$ cat config.mk
export PLATFORM = sky130hd
export DESIGN_NAME = lfsq_score_unit
export DESIGN_NICKNAME = d
export VERILOG_FILES = /design/src/design/lfsq_pkg.sv /design/src/design/lfsq_score_unit.sv
export VERILOG_INCLUDE_DIRS = /design/src /design/src/design
export SDC_FILE = /design/constraint.sdc
export NUM_CORES = 1
export LEC_CHECK = 0
export CAP_MARGIN = 10
export CELL_PAD_IN_SITES_DETAIL_PLACEMENT = 1
export CELL_PAD_IN_SITES_GLOBAL_PLACEMENT = 1
export CORE_MARGIN = 1
export CORE_UTILIZATION = 42
export CTS_CLUSTER_SIZE = 10
export DETAILED_ROUTE_END_ITERATION = 7
export DONT_BUFFER_PORTS = 1
export PLACE_DENSITY_LB_ADDON = 0.1
export SKIP_CTS_REPAIR_TIMING = 1
export SLEW_MARGIN = 30
export SYNTH_ARGS = -nofsm -noshare
export SYNTH_HDL_FRONTEND = slang
export SYNTH_SLANG_ARGS = --single-unit
$ cat constraint.sdc
create_clock -name aclk -period 21.6 [get_ports aclk]
set_clock_uncertainty 0.15 [all_clocks]
set_input_delay 0 -clock aclk [delete_from_list [all_inputs] [get_ports aclk]]
set_output_delay 0 -clock aclk [all_outputs]
set_load 0.02 [all_outputs]
$ cat src/design/assert_macros.svh
// ----------------------------------------------------------------------------
// Assertion macros
// Shared concurrent assertion forms for the largest free square finder.
// ----------------------------------------------------------------------------
`ifndef ASSERT_MACROS_SVH
`define ASSERT_MACROS_SVH

// same-cycle implication
`define LFSQ_ASSERT_NOW(label, clk, rstn, ante, cons) \
    label: assert property (@(posedge clk) disable iff (!(rstn)) (ante) |-> (cons)) \
        else $error("lfsq assertion failed");

// next-cycle implication
`define LFSQ_ASSERT_NEXT(label, clk, rstn, ante, cons) \
    label: assert property (@(posedge clk) disable iff (!(rstn)) (ante) |=> (cons)) \
        else $error("lfsq assertion failed");

`endif

$ cat src/design/lfsq_pkg.sv
// ----------------------------------------------------------------------------
// lfsq_pkg
// Widths, register codes and shared types of the largest free square finder.
// ----------------------------------------------------------------------------
`default_nettype none

package lfsq_pkg;

    localparam int MAX_COLS  = 1024;
    localparam int MAX_ROWS  = 1024;
    localparam int COL_W     = $clog2(MAX_COLS);
    localparam int ROW_W     = $clog2(MAX_ROWS);
    localparam int SCORE_W   = 11;
    localparam int SIZE_W    = 11;
    localparam int REG_IDX_W = 1;

    localparam int RES_DEPTH = 4;
    localparam int RES_PTR_W = $clog2(RES_DEPTH);
    localparam int RES_CNT_W = RES_PTR_W + 1;

    localparam int S_TDATA_W = 8;
    localparam int M_TDATA_W = 32;

    localparam logic [REG_IDX_W-1:0] REG_NUM_ROWS = 1'b0;
    localparam logic [REG_IDX_W-1:0] REG_NUM_COLS = 1'b1;

    typedef struct packed {
        logic               valid;
        logic               free;
        logic               first;
        logic               grid_end;
        logic [ROW_W-1:0]   row;
        logic [COL_W-1:0]   col;
    } cell_ctl_t;

    typedef struct packed {
        logic [COL_W-1:0]   left_col;
        logic [ROW_W-1:0]   top_row;
        logic [SCORE_W-1:0] square_side;
    } result_t;

endpackage

`default_nettype wire

$ cat src/design/lfsq_score_unit.sv
// ----------------------------------------------------------------------------
// lfsq_score_unit
// Scores one cell, tracks the best square and flags the result at grid end.
// ----------------------------------------------------------------------------
`default_nettype none
`include "assert_macros.svh"

module lfsq_score_unit
    import lfsq_pkg::*;
(
    input  wire logic               aclk,
    input  wire logic               aresetn,
    input  wire cell_ctl_t          ctl,
    input  wire logic [SCORE_W-1:0] top_score,
    output logic                    wr_en,
    output logic      [COL_W-1:0]   wr_addr,
    output logic      [SCORE_W-1:0] wr_data,
    output logic                    res_push,
    output result_t                 res
);

    logic [SCORE_W-1:0] left_reg,  left_next;
    logic [SCORE_W-1:0] diag_reg,  diag_next;
    logic [SCORE_W-1:0] bside_reg, bside_next;
    logic [ROW_W-1:0]   brow_reg,  brow_next;
    logic [COL_W-1:0]   bcol_reg,  bcol_next;

    logic [SCORE_W-1:0] min_ld;
    logic [SCORE_W-1:0] min_all;
    logic [SCORE_W-1:0] score;
    logic [SIZE_W-1:0]  row_p1;
    logic [SIZE_W-1:0]  col_p1;
    logic [SIZE_W-1:0]  row_diff;
    logic [SIZE_W-1:0]  col_diff;
    logic               better;
    logic [SCORE_W-1:0] upd_side;
    logic [ROW_W-1:0]   upd_row;
    logic [COL_W-1:0]   upd_col;

    always_comb begin
        min_ld  = (left_reg < diag_reg) ? left_reg : diag_reg;
        min_all = (min_ld < top_score) ? min_ld : top_score;
        if (!ctl.free) begin
            score = '0;
        end else if (ctl.first) begin
            score = SCORE_W'(1);
        end else begin
            score = min_all + SCORE_W'(1);
        end

        row_p1   = {1'b0, ctl.row} + SIZE_W'(1);
        col_p1   = {1'b0, ctl.col} + SIZE_W'(1);
        row_diff = row_p1 - score;
        col_diff = col_p1 - score;
        better   = score > bside_reg;

        if (better) begin
            upd_side = score;
            upd_row  = (score > row_p1) ? '0 : row_diff[ROW_W-1:0];
            upd_col  = (score > col_p1) ? '0 : col_diff[COL_W-1:0];
        end else begin
            upd_side = bside_reg;
            upd_row  = brow_reg;
            upd_col  = bcol_reg;
        end

        left_next  = left_reg;
        diag_next  = diag_reg;
        bside_next = bside_reg;
        brow_next  = brow_reg;
        bcol_next  = bcol_reg;
        if (ctl.valid) begin
            if (ctl.grid_end) begin
                left_next  = '0;
                diag_next  = '0;
                bside_next = '0;
                brow_next  = '0;
                bcol_next  = '0;
            end else begin
                left_next  = score;
                diag_next  = top_score;
                bside_next = upd_side;
                brow_next  = upd_row;
                bcol_next  = upd_col;
            end
        end
    end

    always_ff @(posedge aclk) begin
        if (!aresetn) begin
            left_reg  <= '0;
            diag_reg  <= '0;
            bside_reg <= '0;
            brow_reg  <= '0;
            bcol_reg  <= '0;
        end else begin
            left_reg  <= left_next;
            diag_reg  <= diag_next;
            bside_reg <= bside_next;
            brow_reg  <= brow_next;
            bcol_reg  <= bcol_next;
        end
    end

    assign wr_en            = ctl.valid;
    assign wr_addr          = ctl.col;
    assign wr_data          = score;
    assign res_push         = ctl.valid && ctl.grid_end;
    assign res.square_side  = upd_side;
    assign res.top_row      = upd_row;
    assign res.left_col     = upd_col;

    `LFSQ_ASSERT_NOW(a_first_score_le_one, aclk, aresetn, ctl.valid && ctl.first, score <= SCORE_W'(1))
    `LFSQ_ASSERT_NEXT(a_best_cleared_after_end, aclk, aresetn, res_push, bside_reg == '0)

endmodule

`default_nettype wire

==> results.sh <==
export IMPL_tightest_slew_ps=869.2
export IMPL_cts_path_max_buffers=2
export IMPL_synth_xor_area_frac=0.06013
export IMPL_slew_limit_headroom=0.4186
export IMPL_synth_edf_count=0
export IMPL_drive_gt1_frac=0.08005
export IMPL_chipWidth_um=121.2
export IMPL_die_area_um2=14700
export IMPL_rrSetupSlack_ps=13070
export IMPL_rows=43
export IMPL_core_area_um2=13880
export IMPL_slowest_delay_ps=700
export IMPL_synthArstFlopShare=0
export IMPL_ys_ff_latch=53
export IMPL_grtUsageTotal=0.2866
export IMPL_synth_top_family_by_area="compound AO/OA/AOI/OAI gates"
export IMPL_utilization=0.4644
export IMPL_reg2reg_depth=30
export IMPL_postRouteWirelength_um=21160
export IMPL_setup_viol=0
export IMPL_clock_fmax_mhz=111.4
export IMPL_final_net_count=889
export IMPL_finalCritPeriodShare=0.4156
export IMPL_hold_depth=4
export IMPL_avgRoutedWirePerCell_um=21.86
export IMPL_final_common_cell="inv_1"
export IMPL_cts_tree="done"
export IMPL_drv_cap=0
export IMPL_yosys_warnings=0
export IMPL_p_leak_nw=2.561
export IMPL_drtPass1Iterations=5
export IMPL_cp_data_required_time_ps=21450
export IMPL_muxShareOfSynthArea=0.05322
export IMPL_clock_latency_ps=320
export IMPL_root_buffer="clkbuf_16"
export IMPL_drtIter0Drc=220
export IMPL_ios=91
export IMPL_cpMaxStageDelayCell="a221oi_2"
export IMPL_crit_top_cell="ha_1"
export IMPL_ys_types=81
export IMPL_layout_common_cells="inv_1 (77), ha_1 (64), nand2_1 (55), a21oi_1 (53), dfxtp_1 (53)"
export IMPL_synth_cell_area_um2=5972
export IMPL_start_kind="flop"
export IMPL_timing_final_max_slew_violations=0
export IMPL_grt_pass1_vias=5786
export IMPL_numPortBuffers=0
export IMPL_overflow=0
export IMPL_syn_to_final_growth_pct=7.940
export IMPL_drc=0
export IMPL_failed_checks="hold timing"
export IMPL_grt_max_degree=41
export IMPL_period_minus_slack_ps=8978
export IMPL_dp_hpwl_um=16180
export IMPL_min_path_type="input pin to flop"
export IMPL_post_synth_and_or_nand_nor_area_fraction=0.2179
export IMPL_crit_fanout=24
export IMPL_yosysSeqAreaShare=0.1777
export IMPL_irDropWorstVdd_uv=40.06
export IMPL_synthAdderAreaFrac=0.1444
export IMPL_cp_end_kind="output pin"
export IMPL_power_density_nw_per_um2=49.66
export IMPL_synth_compound_area_share=0.2541
export IMPL_antenna_left=0
export IMPL_criticalPathCategory="flop to output pin"
export IMPL_cts_made_buffers=5
export IMPL_die_y_um=121.2
export IMPL_finalPower_mw=0.3201
export IMPL_fin_setup_tns_ps=0
export IMPL_h_tree_depth=2
export IMPL_place_congestion=0.8481
export IMPL_hold_ws_ps=-26.91
export IMPL_syn_area_per_cell_um2=7.617
export IMPL_antenna_found_initial=0
export IMPL_rsz0062_at_grt="false"
export IMPL_crit_arrival_ps=8830
export IMPL_synth_main_ff_cell="dfxtp_1"
export IMPL_via_per_inst=6.085
export IMPL_path_clk_slew_ps=90
export IMPL_synth_nets=887
export IMPL_vias=5890
export IMPL_start_util=0.4302
export IMPL_outcome="finished, violations left"
export IMPL_grt_first_pass_wirelength_um=32080
export IMPL_cts_sinks=53
export IMPL_hold_viol_final=2
export IMPL_synthCells=784
==> cells by family (layout without fill, tap and decap cells) <==
logic type                 count (synthesis)  after routing
and+or+nand+nor                          252            252
xor gates and xnor gates                  41             41
other                                      0              1
buffers and inverters                    120            123
AOI/OAI and AO/OA                        222            222
muxes                                     28             28
DFF                                       53             53
adders and majority gates                 68             68
==> cell type report <==
type                            count  area (µm²)
Timing Repair Buffer               37       337.8
Clock inverter                      3       25.02
Tap cell                          180       225.2
Multi-Input combinational cell    611        4377
Inverter                           78       292.8
Fill cell                        1738        7435
Sequential cell                    53        1061
Antenna cell                        1       2.502
Clock buffer                        5       125.1
==> critical path, delay by kind of cell (launching register included) <==
kind            cells  cell delay (ps)
mux                 2              760
flops               1              390
simple gates        7             1900
buf+inv             5              820
fa+ha+maj           4             1110
compound gates     11             3490
==> stage by stage <==
stage                     worst slack (ps)  cell area [µm²]  cells
after CTS                            12710             6192    943
after global placement               13460             6040    935
after detailed placement             13110             6042    935
after global routing                 11870             6444    967
after floorplan                      13760             5972    784
final                                12620             6446    968
==> routing by layer <==
metal | routed length [µm] | track usage
met1 | 9914 | 0.3920
met2 | 9941 | 0.4700
met4 | 159 | 0.05401
met5 | 0 | 0
met3 | 1146 | 0.05263
==> final timing paths <==
check          startpoint           to
max           diag_reg[4]      res[13]
min          top_score[7]  diag_reg[7]
max reg2reg   diag_reg[4]  brow_reg[2]
min reg2reg   brow_reg[0]  brow_reg[0]
==> cell usage after synthesis (14+ instances only) <==
library cell / count / area, µm²
nor2_1: 55 / 206.5
nand3_1: 31 / 155.2
inv_1: 77 / 289.0
a21oi_1: 53 / 265.3
ha_1: 64 / 800.8
clkbuf_1: 16 / 60.06
o22ai_1: 14 / 87.58
o21ai_0: 48 / 240.2
xor2_1: 18 / 157.7
nand4_1: 14 / 87.58
nor3_1: 25 / 125.1
xnor2_1: 23 / 201.4
buf_4: 18 / 135.1
dfxtp_1: 53 / 1061
nand2_1: 55 / 206.5
==> power breakdown <==
part | leakage (nW) | switching [mW] | total [mW] | internal [mW]
clock | 0.0704 | 0.0440 | 0.0878 | 0.0438
combinational | 2.06 | 0.0891 | 0.129 | 0.0403
sequential | 0.429 | 0.00196 | 0.103 | 0.101
No activity file was read; power rests on OpenSTA's default activity.
