**src/design/assert_macros.svh**
```systemverilog
// ----------------------------------------------------------------------------
// Assertion macros
// Shared concurrent assertion forms for the largest free square finder.
// ----------------------------------------------------------------------------
`ifndef ASSERT_MACROS_SVH
`define ASSERT_MACROS_SVH

// same-cycle implication
`define LFSQ_ASSERT_NOW(label, clk, rstn, ante, cons) \
    label: assert property (@(posedge clk) disable iff (!(rstn)) (ante) |-> (cons)) \
        else $error("lfsq assertion failed");

// next-cycle implication
`define LFSQ_ASSERT_NEXT(label, clk, rstn, ante, cons) \
    label: assert property (@(posedge clk) disable iff (!(rstn)) (ante) |=> (cons)) \
        else $error("lfsq assertion failed");

`endif

```
**src/design/lfsq_pkg.sv**
```systemverilog
// ----------------------------------------------------------------------------
// lfsq_pkg
// Widths, register codes and shared types of the largest free square finder.
// ----------------------------------------------------------------------------
`default_nettype none

package lfsq_pkg;

    localparam int MAX_COLS  = 1024;
    localparam int MAX_ROWS  = 1024;
    localparam int COL_W     = $clog2(MAX_COLS);
    localparam int ROW_W     = $clog2(MAX_ROWS);
    localparam int SCORE_W   = 11;
    localparam int SIZE_W    = 11;
    localparam int REG_IDX_W = 1;

    localparam int RES_DEPTH = 4;
    localparam int RES_PTR_W = $clog2(RES_DEPTH);
    localparam int RES_CNT_W = RES_PTR_W + 1;

    localparam int S_TDATA_W = 8;
    localparam int M_TDATA_W = 32;

    localparam logic [REG_IDX_W-1:0] REG_NUM_ROWS = 1'b0;
    localparam logic [REG_IDX_W-1:0] REG_NUM_COLS = 1'b1;

    typedef struct packed {
        logic               valid;
        logic               free;
        logic               first;
        logic               grid_end;
        logic [ROW_W-1:0]   row;
        logic [COL_W-1:0]   col;
    } cell_ctl_t;

    typedef struct packed {
        logic [COL_W-1:0]   left_col;
        logic [ROW_W-1:0]   top_row;
        logic [SCORE_W-1:0] square_side;
    } result_t;

endpackage

`default_nettype wire

```
**src/design/lfsq_result_fifo.sv**
```systemverilog
// ----------------------------------------------------------------------------
// lfsq_result_fifo
// Small result queue that decouples the scoring path from the output request.
// ----------------------------------------------------------------------------
`default_nettype none
`include "assert_macros.svh"

module lfsq_result_fifo
    import lfsq_pkg::*;
(
    input  wire logic                 aclk,
    input  wire logic                 aresetn,
    input  wire logic                 push,
    input  wire result_t              push_data,
    output logic                      out_valid,
    input  wire logic                 out_ready,
    output result_t                   out_data,
    output logic      [RES_CNT_W-1:0] level
);

    result_t              entries [RES_DEPTH];
    logic [RES_PTR_W-1:0] wr_ptr_reg, wr_ptr_next;
    logic [RES_PTR_W-1:0] rd_ptr_reg, rd_ptr_next;
    logic [RES_CNT_W-1:0] cnt_reg,    cnt_next;
    logic                 pop;

    always_comb begin
        pop         = out_valid && out_ready;
        wr_ptr_next = push ? wr_ptr_reg + RES_PTR_W'(1) : wr_ptr_reg;
        rd_ptr_next = pop  ? rd_ptr_reg + RES_PTR_W'(1) : rd_ptr_reg;
        cnt_next    = cnt_reg + RES_CNT_W'(push) - RES_CNT_W'(pop);
    end

    always_ff @(posedge aclk) begin
        if (!aresetn) begin
            wr_ptr_reg <= '0;
            rd_ptr_reg <= '0;
            cnt_reg    <= '0;
        end else begin
            wr_ptr_reg <= wr_ptr_next;
            rd_ptr_reg <= rd_ptr_next;
            cnt_reg    <= cnt_next;
        end
    end

    always_ff @(posedge aclk) begin
        if (push) begin
            entries[wr_ptr_reg] <= push_data;
        end
    end

    assign out_valid = cnt_reg != '0;
    assign out_data  = entries[rd_ptr_reg];
    assign level     = cnt_reg;

    `LFSQ_ASSERT_NOW(a_no_overflow, aclk, aresetn, push && !pop, cnt_reg < RES_CNT_W'(RES_DEPTH))
    `LFSQ_ASSERT_NOW(a_level_bound, aclk, aresetn, 1'b1, cnt_reg <= RES_CNT_W'(RES_DEPTH))

endmodule

`default_nettype wire

```
**config.mk**
```make
export PLATFORM = sky130hd
export DESIGN_NAME = lfsq_result_fifo
export DESIGN_NICKNAME = d
export VERILOG_FILES = /design/src/design/lfsq_pkg.sv /design/src/design/lfsq_result_fifo.sv
export VERILOG_INCLUDE_DIRS = /design/src /design/src/design
export SDC_FILE = /design/constraint.sdc
export NUM_CORES = 1
export LEC_CHECK = 0
export ABC_AREA = 1
export BUFFER_PORTS_ARGS = -buffer_cell sky130_fd_sc_hd__buf_4
export CORE_MARGIN = 1
export CORE_UTILIZATION = 50
export DETAILED_ROUTE_END_ITERATION = 8
export GPL_TIMING_DRIVEN = 0
export PLACE_DENSITY = 0.71
export SETUP_SLACK_MARGIN = 0.3
export SKIP_CTS_REPAIR_TIMING = 1
export SYNTH_ARGS = -nofsm -noshare
export SYNTH_HDL_FRONTEND = slang
export SYNTH_SLANG_ARGS = --single-unit
```
**constraint.sdc**
```tcl
create_clock -name aclk -period 2.4 [get_ports aclk]
set_clock_uncertainty 0.1 [all_clocks]
set_input_delay 0.12 -clock aclk [delete_from_list [all_inputs] [get_ports aclk]]
set_output_delay 0.12 -clock aclk [all_outputs]
set_load 0.03 [all_outputs]
```
==> impl_results.md <==
- Number of vias in the routed layout: 3305
- Vias per cell: 5.25
- Summed instance area of the synthesized netlist: 5100 µm²
- Maximum clock frequency: 514 MHz
- Inserted Diodes: 0
- Slew HR: 45.9%
- Number of standard-cell rows in the floorplan: 36
- Status: complete, no violations
- Gr ovfl total: 0
- Max Slew Vio Count: 0
- Number of antenna-violating nets in the routed design: 0
- Maximum count of clock buffers along a single path: 2
- Routed wire length: 10.5 mm
- Avg Inst Size Synth: 14.2 µm²
- Initial DRC Count: 130
- Core area: 9820 µm²
- Clock transition at the registers of the reported paths: 60 ps
- Placer's final routability congestion estimate: 0.679
- Floorplan die width: 103 µm
- Post-DP Area: 5780 µm²
- Number of CTS-inserted buffers: 17
- Share of the clock period used by the worst path after layout: 81.0%
- Cell count after synthesis: 360
- Post-synthesis register bit count: 133
- Final critical delay including setup and external delays: 1940 ps
- Proportion of layout cells with a drive suffix above 1: 24.8%
- Cell breakdown of the critical path: buf_2 > o21ai_0 > o22ai_1 > buf_4
- Clock tree sinks: 133
- Most flops, register: entries
- Power Density: 1090 nW/µm²
- 1st-pass router iterations: 5
- Vias in the first global route: 3115
- Final net count: 525
- CP max FO: 10
- Number of antenna violations at the first check in global routing: 0
- Ys Warns: 0
- Final total negative setup slack: 0 ps
- Peak supply drop: 662 µV
- Critical Path AT: 1720 ps
- RSZ-0062 raised after global routing: false
- Wire length per cell: 16.6 µm
- Seq/Total Area, Yosys: 76.6%
- Source-to-sink clock delay at the later pin of the worst-skew pair: 500 ps
- Highest-delay cell along the critical path: sky130_fd_sc_hd__dfxtp_1
- Worst stage delay on the critical path: 410 ps
- Post-synthesis cell type with the largest combined area: sky130_fd_sc_hd__edfxtp_1
- DIE AREA: 10600 µm²
- Final std cell area, no fill: 6750 µm²
- Distinct cell type count of the synthesized netlist: 18
- Hold crit path type: in -> reg
- Startpoint type of the worst setup path: flop
- Effective utilization at floorplan: 51.9%
- Flip-flop count of the largest register, all copies and words added: 124
- Count of maximum capacitance violations: 0
- Count of input and output buffers: 69
- Combined buffer and inverter count along the critical path: 2
- Die Height: 103 µm
- Final count of hold timing violations: 0
- Cell types with the largest area share after synthesis: sky130_fd_sc_hd__edfxtp_1, sky130_fd_sc_hd__nor2_1, sky130_fd_sc_hd__o22ai_1
- Htree depth: 4
- Slew at the pin closest to its max-slew limit: 811 ps
- Top cell family by delay on the critical path: buffers and inverters
- I/O pin count: 70
- Category of the worst setup path capture point: primary output
- Synth-to-layout area growth: 32.5%
- DRC violations left: 0
- Root Buffer: sky130_fd_sc_hd__clkbuf_8
- Clock tree from TritonCTS: yes
- Maximum number of pins on one net before global-route repair: 32
- Data required time at the worst endpoint: 2180 ps
- Setup violations, final: 0
- Wire length of the first global-routing pass: 15.6 mm
- Static leakage power: 2.52 nW
- Area share of the largest cell type after synthesis: 73.1%
- Category of the most critical setup path: reg -> out
- GR Util All Layers: 20.8%
- Detailed-placement wirelength estimate: 5.77 mm
- Mapped Nets: 402
-- where the power goes --
part	total [mW]	internal (mW)	switching, mW
Combinational	2.02	0.737	1.29
Sequential	2.72	2.67	0.0463
Clock	2.60	1.68	0.922
Total	7.34	5.09	2.25
-- synthesized netlist by cell type --
cell type / n
sky130_fd_sc_hd__buf_6: 10
sky130_fd_sc_hd__dfxtp_1: 9
sky130_fd_sc_hd__o21ai_1: 34
sky130_fd_sc_hd__inv_8: 1
sky130_fd_sc_hd__a21oi_1: 5
sky130_fd_sc_hd__buf_4: 3
sky130_fd_sc_hd__edfxtp_1: 124
sky130_fd_sc_hd__a21boi_0: 1
sky130_fd_sc_hd__inv_2: 1
sky130_fd_sc_hd__fa_1: 1
sky130_fd_sc_hd__nor2_1: 67
sky130_fd_sc_hd__o21ai_0: 30
sky130_fd_sc_hd__nand2_1: 14
sky130_fd_sc_hd__buf_2: 6
sky130_fd_sc_hd__inv_1: 15
sky130_fd_sc_hd__o22ai_1: 31
sky130_fd_sc_hd__nand3_1: 2
sky130_fd_sc_hd__ha_1: 6
-- cell usage in the layout, fill, tap and decap left out, types with 2 or more instances in the layout --
cell type	netlist	layout
sky130_fd_sc_hd__edfxtp_1	124	124
sky130_fd_sc_hd__buf_4	3	72
sky130_fd_sc_hd__nor2_1	67	67
sky130_fd_sc_hd__o21ai_1	34	34
sky130_fd_sc_hd__dlygate4sd3_1	0	34
sky130_fd_sc_hd__o22ai_1	31	31
sky130_fd_sc_hd__o21ai_0	30	30
sky130_fd_sc_hd__clkbuf_16	0	16
sky130_fd_sc_hd__nand2_1	14	14
sky130_fd_sc_hd__inv_1	15	11
sky130_fd_sc_hd__buf_6	10	10
sky130_fd_sc_hd__dfxtp_1	9	9
sky130_fd_sc_hd__buf_2	6	6
sky130_fd_sc_hd__ha_1	6	6
sky130_fd_sc_hd__a21oi_1	5	5
sky130_fd_sc_hd__inv_2	1	4
sky130_fd_sc_hd__bufinv_16	0	4
sky130_fd_sc_hd__clkinv_1	0	3
sky130_fd_sc_hd__clkinv_2	0	3
sky130_fd_sc_hd__nand3_1	2	2
sky130_fd_sc_hd__clkinvlp_4	0	2
sky130_fd_sc_hd__clkinv_4	0	2
-- per-stage QoR --
| stage | hold WS [ps] | total power [mW] | cells | setup WS, ps | util (%) |
|---|---|---|---|---|---|
| floorplan | 113 | 4.03 | 360 | 490 | - |
| global placement | 220 | 4.71 | 562 | 196 | 58.9 |
| detailed placement | 223 | 4.75 | 562 | 243 | 58.9 |
| CTS | -310 | 7.32 | 594 | 229 | 65.0 |
| global route | 237 | 7.66 | 629 | 348 | 68.7 |
| finish | 259 | 7.34 | 629 | 455 | 68.7 |
-- kinds of logic (layout without fill, tap and decap cells) --
kind of cell               Yosys count  count (layout)  share of synthesized area (%)
DFF                                133             133                           76.6
buffers and inverters               36             172                           4.64
adders and majority gates            7               7                           1.87
and+or+nand+nor                     83              83                           6.16
AOI/OAI and AO/OA                  101             101                           10.7
-- worst register-to-register path: stages (launching register included) --
cell and delay [ps]:
sky130_fd_sc_hd__dfxtp_1 360, sky130_fd_sc_hd__inv_1 90, sky130_fd_sc_hd__ha_1 200, sky130_fd_sc_hd__nand2_1 70
sky130_fd_sc_hd__clkinv_1 460, sky130_fd_sc_hd__buf_16 380
-- metal layers --
layer	vias to the layer above	track usage, %	part of all wire (%)
li1	1571	-	-
met1	1609	25.8	44
met2	121	35.5	51
met3	4	5.08	4.9
met4	0	8.13	0.50
met5	-	0	0
-- area by class of cell --
class	count	area, µm²
flip-flops and latches	133	3900
fillers	705	3070
clock inverters	14	184
repair buffers	104	886
clock buffers	18	418
multi-input cells	191	956
plain buffers	19	165
well taps	133	166
inverters	17	71.3
-- final timing paths --
path                               from                    endpoint  slack (ps)  depth (start not counted)
max reg2reg  wr_ptr_reg[0]$_SDFFE_PN0P_    entries[2][11]$_DFFE_PP_         480                          5
max                                flop                 out_data[0]         460                          4
min                       push_data[16]    entries[2][16]$_DFFE_PP_         260                          2
min reg2reg  rd_ptr_reg[0]$_SDFFE_PN0P_  rd_ptr_reg[0]$_SDFFE_PN0P_         400                          2
(Power assumes the default switching activity.)
